$ cat config.mk
export PLATFORM = sky130hd
export DESIGN_NAME = xml_entity_decoder_core
export DESIGN_NICKNAME = d
export VERILOG_FILES = /design/src/rtl/xed_pkg.sv /design/src/rtl/xed_front.sv /design/src/rtl/xed_queue.sv /design/src/rtl/xed_back.sv /design/src/rtl/xml_entity_decoder_core.sv
export SDC_FILE = /design/constraint.sdc
export NUM_CORES = 1
export LEC_CHECK = 0
export ABC_CLOCK_PERIOD_IN_PS = 6300
export BUFFER_PORTS_ARGS = -buffer_cell sky130_fd_sc_hd__buf_2
export CAP_MARGIN = 30
export CORE_UTILIZATION = 38
export DETAILED_ROUTE_END_ITERATION = 16
export PLACE_DENSITY_LB_ADDON = 0.12
export SLEW_MARGIN = 20
export SYNTH_ARGS = -nofsm -noshare
export SYNTH_HDL_FRONTEND = slang
export SYNTH_HIERARCHICAL = 1
export SYNTH_SLANG_ARGS = --single-unit
$ cat constraint.sdc
create_clock -name clk -period 6.3 [get_ports clk]
set_clock_uncertainty 0.2 [all_clocks]
set_input_delay 0.315 -clock clk [delete_from_list [all_inputs] [get_ports clk]]
set_output_delay 0.315 -clock clk [all_outputs]
set_load 0.05 [all_outputs]
$ cat src/rtl/xed_pkg.sv
// shared types, constants and entity tables for the xml entity decoder
// no dependencies; imported by every module of the block
package xed_pkg;

	localparam int EntCount  = 5;
	localparam int HoldDepth = 4;
	localparam int QueueDepth = 2;

	typedef logic [7:0] byte_t;
	typedef logic [2:0] ent_idx_t;
	typedef logic [2:0] pos_t;
	typedef logic [EntCount-1:0] cand_t;

	localparam byte_t AmpChar = 8'h26;
	localparam cand_t AllCand = {EntCount{1'b1}};

	// one unit of output work handed from the front to the back
	typedef struct packed {
		logic                         flush;
		logic [2:0]                   nheld;
		byte_t [HoldDepth-1:0]        held;
		logic                         has_tail;
		logic                         tail_bad;
		byte_t                        tail;
		logic                         last_end;
	} job_t;

	// entity order: lt gt amp quot apos
	function automatic byte_t ent_name(input ent_idx_t ent, input pos_t pos);
		byte_t ch;
		ch = 8'h00;
		case ({ent, pos})
			6'o00: ch = "l";
			6'o01: ch = "t";
			6'o02: ch = ";";
			6'o10: ch = "g";
			6'o11: ch = "t";
			6'o12: ch = ";";
			6'o20: ch = "a";
			6'o21: ch = "m";
			6'o22: ch = "p";
			6'o23: ch = ";";
			6'o30: ch = "q";
			6'o31: ch = "u";
			6'o32: ch = "o";
			6'o33: ch = "t";
			6'o34: ch = ";";
			6'o40: ch = "a";
			6'o41: ch = "p";
			6'o42: ch = "o";
			6'o43: ch = "s";
			6'o44: ch = ";";
			default: ch = 8'h00;
		endcase
		return ch;
	endfunction

	function automatic pos_t ent_len(input ent_idx_t ent);
		pos_t len;
		case (ent)
			3'd0: len = 3'd3;
			3'd1: len = 3'd3;
			3'd2: len = 3'd4;
			3'd3: len = 3'd5;
			3'd4: len = 3'd5;
			default: len = 3'd0;
		endcase
		return len;
	endfunction

	function automatic byte_t ent_char(input ent_idx_t ent);
		byte_t ch;
		case (ent)
			3'd0: ch = "<";
			3'd1: ch = ">";
			3'd2: ch = "&";
			3'd3: ch = 8'h22;
			3'd4: ch = 8'h27;
			default: ch = 8'h00;
		endcase
		return ch;
	endfunction

endpackage

$ cat src/rtl/xed_front.sv
// front end: entity matcher, holds the open match and builds at most one job per input
// depends on xed_pkg
module xed_front (
	input  logic            clk,
	input  logic            arst_n,
	input  logic            take,
	input  xed_pkg::byte_t  in_byte,
	input  logic            value_end,
	output logic            job_vld,
	output xed_pkg::job_t   job
);
	import xed_pkg::*;

	logic                  matching_q;
	cand_t                 mask_q;
	pos_t                  len_q;
	byte_t [HoldDepth-1:0] held_q;

	logic                  matching_nx;
	cand_t                 mask_nx;
	pos_t                  len_nx;
	byte_t [HoldDepth-1:0] held_nx;

	cand_t    next_cand;
	logic     done_any;
	ent_idx_t done_idx;
	logic     fresh;

	always_comb begin
		next_cand = '0;
		done_any  = 1'b0;
		done_idx  = '0;
		for (int i = 0; i < EntCount; i++) begin
			if (mask_q[i] && (len_q < ent_len(3'(i))) &&
			    (ent_name(3'(i), len_q) == in_byte)) begin
				if (len_q + 3'd1 == ent_len(3'(i))) begin
					done_any = 1'b1;
					done_idx = 3'(i);
				end else begin
					next_cand[i] = 1'b1;
				end
			end
		end
	end

	always_comb begin
		matching_nx = matching_q;
		mask_nx     = mask_q;
		len_nx      = len_q;
		held_nx     = held_q;
		job         = '0;
		fresh       = 1'b1;
		if (matching_q) begin
			if (done_any) begin
				job.has_tail = 1'b1;
				job.tail     = ent_char(done_idx);
				matching_nx  = 1'b0;
				mask_nx      = '0;
				len_nx       = '0;
				fresh        = 1'b0;
			end else if ((next_cand != '0) && !len_q[2]) begin
				held_nx[len_q[1:0]] = in_byte;
				len_nx  = len_q + 3'd1;
				mask_nx = next_cand;
				fresh   = 1'b0;
				if (value_end) begin
					// value ends inside an open match
					job.flush   = 1'b1;
					job.nheld   = len_q + 3'd1;
					matching_nx = 1'b0;
					mask_nx     = '0;
					len_nx      = '0;
				end
			end else begin
				job.flush   = 1'b1;
				job.nheld   = len_q;
				matching_nx = 1'b0;
				mask_nx     = '0;
				len_nx      = '0;
			end
		end
		if (fresh) begin
			if (in_byte == AmpChar) begin
				if (value_end) begin
					job.has_tail = 1'b1;
					job.tail_bad = 1'b1;
					job.tail     = AmpChar;
				end else begin
					matching_nx = 1'b1;
					mask_nx     = AllCand;
					len_nx      = '0;
				end
			end else begin
				job.has_tail = 1'b1;
				job.tail     = in_byte;
			end
		end
		job.held     = held_nx;
		job.last_end = value_end;
	end

	assign job_vld = job.flush | job.has_tail;

	always_ff @(posedge clk or negedge arst_n) begin
		if (!arst_n) begin
			matching_q <= 1'b0;
			mask_q     <= '0;
			len_q      <= '0;
		end else if (take) begin
			matching_q <= matching_nx;
			mask_q     <= mask_nx;
			len_q      <= len_nx;
		end
	end

	always_ff @(posedge clk) begin
		if (take) begin
			held_q <= held_nx;
		end
	end

endmodule

$ cat src/rtl/xed_queue.sv
// two-entry job queue between the matcher and the output sequencer
// depends on xed_pkg
module xed_queue (
	input  logic           clk,
	input  logic           arst_n,
	input  logic           push,
	input  xed_pkg::job_t  push_job,
	input  logic           pop,
	output logic           full,
	output logic           nonempty,
	output xed_pkg::job_t  head
);
	import xed_pkg::*;

	job_t       slot_q [QueueDepth];
	logic       wr_ptr_q;
	logic       rd_ptr_q;
	logic [1:0] count_q;

	assign full     = (count_q == 2'(QueueDepth));
	assign nonempty = (count_q != 2'd0);
	assign head     = slot_q[rd_ptr_q];

	always_ff @(posedge clk or negedge arst_n) begin
		if (!arst_n) begin
			wr_ptr_q <= 1'b0;
			rd_ptr_q <= 1'b0;
			count_q  <= '0;
		end else begin
			if (push) wr_ptr_q <= ~wr_ptr_q;
			if (pop)  rd_ptr_q <= ~rd_ptr_q;
			case ({push, pop})
				2'b10:   count_q <= count_q + 2'd1;
				2'b01:   count_q <= count_q - 2'd1;
				default: count_q <= count_q;
			endcase
		end
	end

	always_ff @(posedge clk) begin
		if (push) begin
			slot_q[wr_ptr_q] <= push_job;
		end
	end

endmodule

$ cat src/rtl/xed_back.sv
// back end: walks one job and sends its bytes one transfer per cycle while out_ready is high
// depends on xed_pkg
module xed_back (
	input  logic           clk,
	input  logic           arst_n,
	input  logic           job_avail,
	input  xed_pkg::job_t  job_head,
	output logic           job_pop,
	output logic           out_valid,
	input  logic           out_ready,
	output xed_pkg::byte_t out_byte,
	output logic           run_last,
	output logic           value_done,
	output logic           bad_entity
);
	import xed_pkg::*;

	job_t       job_q;
	logic       busy_q;
	logic [2:0] idx_q;

	logic [2:0] total;
	logic [2:0] held_pos;
	logic       is_last;
	logic       sent;

	assign total    = {2'b00, job_q.flush} + job_q.nheld + {2'b00, job_q.has_tail};
	assign held_pos = idx_q - {2'b00, job_q.flush};
	assign is_last  = (idx_q == total - 3'd1);
	assign sent     = out_valid && out_ready;

	always_comb begin
		out_byte   = job_q.tail;
		bad_entity = job_q.tail_bad;
		if (job_q.flush && (idx_q == 3'd0)) begin
			out_byte   = AmpChar;
			bad_entity = 1'b1;
		end else if (held_pos < job_q.nheld) begin
			out_byte   = job_q.held[held_pos[1:0]];
			bad_entity = 1'b0;
		end
	end

	assign out_valid  = busy_q;
	assign run_last   = is_last;
	assign value_done = is_last && job_q.last_end;
	assign job_pop    = job_avail && (!busy_q || (sent && is_last));

	always_ff @(posedge clk or negedge arst_n) begin
		if (!arst_n) begin
			busy_q <= 1'b0;
			idx_q  <= '0;
		end else if (job_pop) begin
			busy_q <= 1'b1;
			idx_q  <= '0;
		end else if (sent) begin
			if (is_last) begin
				busy_q <= 1'b0;
				idx_q  <= '0;
			end else begin
				idx_q <= idx_q + 3'd1;
			end
		end
	end

	always_ff @(posedge clk) begin
		if (job_pop) begin
			job_q <= job_head;
		end
	end

endmodule

$ cat src/rtl/xml_entity_decoder_core.sv
// top level of the xml predefined entity decoder
// depends on xed_pkg, xed_front, xed_queue, xed_back
//
//  channel | signals                                      | dir
//  --------+----------------------------------------------+-----
//  in      | in_valid, in_ready, in_byte, value_end       | in
//  out     | out_valid, out_ready, out_byte, run_last,    | out
//          | value_done, bad_entity                       |
//
// one input byte is taken per cycle while the two-entry job queue has room
// each result byte is one transfer of the output sequencer; a failed match
// gives up to six, so with a ready output input is held off only while such a burst drains
// an input transfer reaches the output through the queue slot and then the back end job register
// reset clears the match state and the queue; held bytes need no reset
// a stalled output only blocks input once the queue is full
module xml_entity_decoder_core (
	input  logic           clk,
	input  logic           arst_n,
	input  logic           in_valid,
	output logic           in_ready,
	input  xed_pkg::byte_t in_byte,
	input  logic           value_end,
	output logic           out_valid,
	input  logic           out_ready,
	output xed_pkg::byte_t out_byte,
	output logic           run_last,
	output logic           value_done,
	output logic           bad_entity
);
	import xed_pkg::*;

	logic take;
	logic job_vld;
	job_t job_new;
	logic q_full;
	logic q_nonempty;
	job_t q_head;
	logic q_pop;

	assign in_ready = !q_full;
	assign take     = in_valid && in_ready;

	xed_front u_front (
		.clk       (clk),
		.arst_n    (arst_n),
		.take      (take),
		.in_byte   (in_byte),
		.value_end (value_end),
		.job_vld   (job_vld),
		.job       (job_new)
	);

	xed_queue u_queue (
		.clk      (clk),
		.arst_n   (arst_n),
		.push     (take && job_vld),
		.push_job (job_new),
		.pop      (q_pop),
		.full     (q_full),
		.nonempty (q_nonempty),
		.head     (q_head)
	);

	xed_back u_back (
		.clk        (clk),
		.arst_n     (arst_n),
		.job_avail  (q_nonempty),
		.job_head   (q_head),
		.job_pop    (q_pop),
		.out_valid  (out_valid),
		.out_ready  (out_ready),
		.out_byte   (out_byte),
		.run_last   (run_last),
		.value_done (value_done),
		.bad_entity (bad_entity)
	);

	// a bad entity flag only ever rides on an ampersand
	a_bad_is_amp: assert property (@(posedge clk) disable iff (!arst_n)
		(out_valid && bad_entity) |-> (out_byte == AmpChar))
		else $error("bad_entity set on a byte other than ampersand");

	// end of value only on the last byte of a run
	a_done_last: assert property (@(posedge clk) disable iff (!arst_n)
		(out_valid && value_done) |-> run_last)
		else $error("value_done without run_last");

	// never pop an empty queue
	a_pop_nonempty: assert property (@(posedge clk) disable iff (!arst_n)
		q_pop |-> q_nonempty)
		else $error("job queue popped while empty");

	// no input transfer while the job queue is full
	a_full_blocks: assert property (@(posedge clk) disable iff (!arst_n)
		q_full |-> !take)
		else $error("input taken while job queue full");

endmodule
==> Word level (Yosys, flattened, before mapping) <==
Memory sizes are Yosys's and may differ from the RTL's. A register that Yosys moved wholly into a read port is not among the register bits.
Index checks and enable logic that the tools add are counted.
{ "totals": {"regBits": 49, "mem_bits_rw": 94, "input_bits": 13, "out_inout_bits": 13, "n_memories": 1} }
{ "classes": {"n_addsub": 8, "order_cmp": 7, "n_eq_ne": 23, "muxes": 97, "n_bitwise": 3, "reduce_logical": 32} }
{ "mem_list": {"columns": ["name", "depth", "word_bits", "rd", "rd_clocked_by_memory_dff", "wr", "line_no", "text"], "rows": [
  ["u_queue.slot_q", 2, 47, 1, 1, 1, "xed_queue.sv:15", "job_t slot_q [QueueDepth];"]
]} }
{ "ops": {"columns": ["cell", "n"], "rows": [
  ["$mux 32", 3],
  ["$pmux 7 s5", 2],
  ["$mux 3", 22],
  ["$mux 8", 7],
  ["$mux 1", 42],
  ["$pmux 7 s3", 2],
  ["$eq 7x8->1", 5],
  ["$mux 5", 7],
  ["$bwmux 32", 1],
  ["$pmux 6 s5", 1],
  ["$pmux 7 s4", 1],
  ["$mux 10", 2],
  ["$logic_and 1x1->1", 19],
  ["$eq 3x3->1", 6],
  ["$bmux 8 s2", 1],
  ["$demux 8 s2", 1],
  ["$mux 4", 4],
  ["$eq 3x2->1 const B", 4],
  ["$logic_not 3->1", 3],
  ["$eq 8x6->1 const B", 1],
  ["$reduce_bool 2->1", 4],
  ["$add 3x1->3 const B", 2],
  ["$eq 3x1->1 const B", 2],
  ["$eq 3x3->1 const B", 2],
  ["20 further kinds", 26]
]} }

==> Logic depth before layout (Yosys ltp) <==
{ "depth": {"ltp_word": 25, "mapped_depth": 18} }

==> By module <==
The synthesis kept the hierarchy.
{ "by_module_without_submodules": {"columns": ["module", "n_inst", "cells_per_inst", "area_each_um2"], "rows": [
  ["xed_queue", 1, 162, 3657.3],
  ["xed_front", 1, 267, 2855.2],
  ["xed_back", 1, 134, 2247.2],
  ["xml_entity_decoder_core", 1, 3, 18.8]
]} }

==> Worst setup path after synthesis <==
OpenSTA, ideal clock, no wires.
{ "synth_timing": {"path_type": "register to register", "start": "register u_front.len_q[0]", "end": "memory u_queue/slot_q[0][0] (netlist name), enable pin", "setup_ns": 0.451, "arrival_ns": 5.357, "t_required_ns": 5.649, "slack_ns": 0.292, "path_stages_with_launch": 16, "cell_sequence": "dfrtp_1 > clkbuf_1 > inv_1 > ha_1 > buf_4 > mux2i_1 > xnor2_1 > nor2_1 > and4_4 > o21a_1 > nor4b_4 > a21bo_4 > or3b_1 > and3b_1 > inv_1 > nor2_1"} }
{ "synth_between": {"elab_chain_len": 22, "elab_cells_between_ends": 71} }
{ "synth_lines": {"columns": ["item", "line_no", "text"], "rows": [
  ["start: declaration", "xed_front.sv:16", "pos_t len_q;"],
  ["start signal: assignment", "xed_front.sv:112", "len_q <= len_nx;"],
  ["$eq 3x2->1 (tied with other cells)", "xed_pkg.sv:32", "case ({ent, pos})"],
  ["$pmux 7 s3", "xed_pkg.sv:32", null],
  ["$eq 7x8->1", "xed_front.sv:35", "(ent_name(3'(i), len_q) == in_byte)) begin"],
  ["$logic_and 1x1->1", "xed_front.sv:34", "if (mask_q[i] && (len_q < ent_len(3'(i))) &&"],
  ["$mux 1", "xed_front.sv:34", null],
  ["$mux 1", "xed_front.sv:36", "if (len_q + 3'd1 == ent_len(3'(i))) begin"],
  ["$mux 1", "xed_front.sv:34", null],
  ["$mux 1", "xed_front.sv:36", null],
  ["[7 not listed]", null, null],
  ["$mux 10", "xed_front.sv:84", "if (value_end) begin"],
  ["$mux 1", "xed_front.sv:83", "if (in_byte == AmpChar) begin"],
  ["$mux 10", "xed_front.sv:82", "if (fresh) begin"],
  ["$or 1x1->1 *", "xed_front.sv:102", "assign job_vld = job.flush | job.has_tail;"],
  ["via job_vld", "xml_entity_decoder_core.sv:33", "logic job_vld;"],
  ["$logic_and 1x1->1 *", "xml_entity_decoder_core.sv:56", ".push (take && job_vld),"],
  ["$mux 1 *", "xed_queue.sv:41", "if (push) begin"],
  ["$mux 1 (implied by the code) *", "xed_queue.sv:42", "slot_q[wr_ptr_q] <= push_job;"],
  ["end: declaration", "xed_queue.sv:15", null]
]} }
The timed path passes the listed nets; every way through them passes the cells marked *.

==> Final worst setup path <==
{ "layout_timing": {"start": "register u_front.len_q[0]", "end": "memory u_queue/slot_q[1][14] (netlist name), enable pin"} }
Same word-level chain as after synthesis.

==> impl_metrics.tcl <==
set metrics [dict create \
    yosysWarnings 6 \
    synth_fp_nets 597 \
    max_freq_mhz 185 \
    synthToLayoutAreaGrowth_pct 11.9 \
    synth-seq-area-share_pct 64.0 \
    cp_top_family "simple AND/OR/NAND/NOR gates" \
    ys_ff_latch 190 \
    report.final.slew_viol_count 0 \
    design.portCount 26 \
    setup_violations 0 \
    power.combinational.fraction_pct 37.7 \
    routed_wl_met2_um 8860 \
    pre_cts_ws_ns 0.899 \
    cts.reportedPaths.clkPinSlew_ns 0.07 \
    stdcell_area_mm2 0.00982 \
    ctsLongestPathBuffers 2 \
    final_nets 626 \
    critPathArrivalTime_ns 5.34 \
    critPathMaxFanout 25 \
    timing.critical_path.from_type "register" \
    met3RoutedLength_um 508 \
    grt_pass1_wl_um 28300 \
    synth_area_per_cell_um2 15.5 \
    routed_wl_um 17900 \
    die_area_mm2 0.0237 \
    setup_crit_path_kind "register to register" \
    fin_crit_ns 5.41 \
    detail_route.wirelength.met1_um 8340 \
    postSynthCellCount 566 \
    netlist-cell-type-count 73 \
    gpl.final_weighted_congestion 0.852 \
    layout_common_cells "173 x sky130_fd_sc_hd__edfxtp_1, 50 x sky130_fd_sc_hd__mux2_2, 30 x sky130_fd_sc_hd__inv_1" \
    power.internal_mw 3.14 \
    critical_path.cell_chain "inv_1 > ha_1 > nor2b_1 > xnor2_1 > nand3_1 > nor3_1 > o21a_1 > nor4b_4 > a21bo_4 > or3b_1 > and3b_1 > and2_2 > buf_12" \
    multi_input_area_mm2 0.00289 \
    die_y_um 154 \
    grt_setup_unrepaired "no" \
    dpl.hpwl_um 12100 \
    layout-drive-gt1-share_pct 28.6 \
    detail-route-antenna-nets 0 \
    grt_max_degree 50 \
    vdd_drop_max_mv 0.255 \
    core_area_mm2 0.0226 \
    cellPowerDensity_mw_per_mm2 508 \
    slowest_stage "sky130_fd_sc_hd__nor4b_4" \
    post_cts_repair_resize_count 0 \
    antenna_violations_before_repair 0 \
    die_width_um 154 \
    tightestPinTransition_ns 0.799 \
    port-buffer-count 25 \
    timing.hold.worst.class "primary input to register" \
    cts_buffers 17 \
    routed.top_layer "met4" \
    initial_core_util_pct 38.8 \
    first_global_vias 4826 \
    post_synth_edffs 173 \
    drt_pass1_iterations 4 \
    synth_async_sr_flop_share_pct 8.95 \
    htree_levels 4 \
    route.detailed.wl_per_inst_um 20.1 \
    setup-tns-final_ns 0 \
    slowest_delay_ns 0.74 \
    grt_remaining_overflow 0 \
    pwr-share-clk_pct 22.0 \
    leakage_nw 3.47 \
    synth_flop_cell "sky130_fd_sc_hd__edfxtp_1" \
    drt-initial-drc-count 256 \
    worstPathRequired_ns 6.22 \
    placement_rows 55 \
    post_route_clock_period_utilization_pct 85.9 \
    endpoint_kind "register" \
    clock_tree_from_tritoncts "yes" \
    cts.sinks 190 \
    worst_skew_pair.late_latency_ns 0.42 \
    diode_count 0 \
    worstPathBufferInverterCount 2 \
    seq_power_share_pct 40.2 \
    grt.total_usage_pct 16.2 \
    routed-via-count 4627 \
    synth.cell_area_mm2 0.00878 \
    outcome "finished clean" \
    final_common_cell "sky130_fd_sc_hd__edfxtp_1" \
    power.share.switching_pct 37.0 \
    hold_violations 0 \
    viasPerCell 5.18 \
    clock_tree.root_cell "sky130_fd_sc_hd__clkbuf_16" \
    placedInstanceArea_mm2 0.00918 \
    timing.max_cap.violations 0 \
    report.power.total_mw 4.99 \
    max-slew-margin-rel_pct 46.6 \
    timing.final.ws_setup_ns 0.888 \
    p_switching_mw 1.84 \
    seqCellArea_mm2 0.00562 \
    detail_route.drc_violations 0 \
    nFillCells 2059 \
]
area by class of cell:
cell class,instances,share of cell area [%]
flip-flops and latches,190,57.2
multi-input cells,321,29.4
clock buffers,17,4.33
well taps,285,3.63
repair buffers,35,2.37
clock inverters,15,1.92
inverters,30,1.15
per-layer routing:
layer | up-vias | GRT usage [%]
met2 | 77 | 26.9
met4 | 0 | 4.86
met5 | - | 0
li1 | 2192 | -
met1 | 2342 | 21.5
met3 | 16 | 3.10
Yosys cell counts (all sizes together) (6+ instances only):
cell type | n | share of area, %
mux2 | 70 | 9.8
xnor2 | 17 | 1.9
a21oi | 17 | 1.1
xor2 | 9 | 0.98
nand2b | 7 | 0.50
nand2 | 20 | 0.86
o21ai | 24 | 1.5
nor2b | 7 | 0.50
nor2 | 28 | 1.2
ha | 17 | 2.4
nand3 | 10 | 1.1
edfxtp | 173 | 59
buf | 17 | 1.5
dfrtp | 17 | 4.8
and2 | 9 | 0.68
nand4 | 9 | 0.81
clkbuf | 7 | 0.34
nor3 | 8 | 0.70
o31ai | 6 | 0.51
mux2i | 10 | 1.1
inv | 30 | 1.3
mux4 | 8 | 2.1
power groups by stage:
stage	logic [mW]	clock network, mW	registers (mW)
3_3_place_gp	1.91	0	2.03
6_report	1.88	1.10	2.01
3_5_place_dp	1.92	0	2.04
4_1_cts	1.93	1.13	2.01
2_1_floorplan	1.50	0	2.02
5_1_grt	2.05	1.18	2.04
cell families (layout without fill, tap and decap cells):
| family | after synthesis | in the layout | share of synthesized area (%) |
|---|---|---|---|
| flops | 190 | 190 | 64.0 |
| simple gates | 113 | 113 | 7.92 |
| compound gates | 76 | 76 | 6.24 |
| xor+xnor | 26 | 26 | 2.85 |
| mux | 88 | 88 | 13.0 |
| buf+inv | 55 | 97 | 3.28 |
| fa+ha+maj | 18 | 18 | 2.65 |
registers in the layout (all words and copies together), names as in the netlist:
register            flops
u_front/len_q           3
u_back/idx_q            3
u_back/out_valid        1
u_queue/rd_ptr_q        1
u_queue/slot_q         94
u_front/matching_q      1
u_queue/wr_ptr_q        1
u_queue/count_q         2
u_back/job_q           47
u_front/held_q         32
u_front/mask_q          5
timing repair:
| action | 4_1_cts | 5_1_grt |
|---|---|---|
| endpoints found under the hold margin | 20 | 0 |
| buffers inserted | 0 | 0 |
| hold buffers | 3 | 0 |
| endpoints found under the setup margin | 0 | 0 |
stage by stage:
stage / instances / hold WS [ns] / utilization, %
finish: 893 / 0.0280 / 43.4
global route: 893 / 0.0155 / 43.4
CTS: 893 / 0.00891 / 43.4
detailed placement: 858 / 0.0863 / 40.5
global placement: 858 / 0.0697 / 40.5
floorplan: 566 / -0.181 / -
path summary, 6_finish.rpt:
kind	endpoint	depth (start not counted)	start	slack (ns)
min reg2reg	u_queue/count_q[1]	1	u_queue/count_q[1]	0.28
max reg2reg	u_queue/slot_q[1][14]	13	u_front/len_q[0]	0.89
max	u_queue/slot_q[1][14]	13	u_front/len_q[0]	0.89
min	u_queue/slot_q[1][8]	1	in_byte[7]	0.03
min in group asynchronous	u_front/len_q[2]	2	arst_n	0.16
max in group asynchronous	u_queue/rd_ptr_q	2	arst_n	5.41
(Power assumes the default switching activity.)
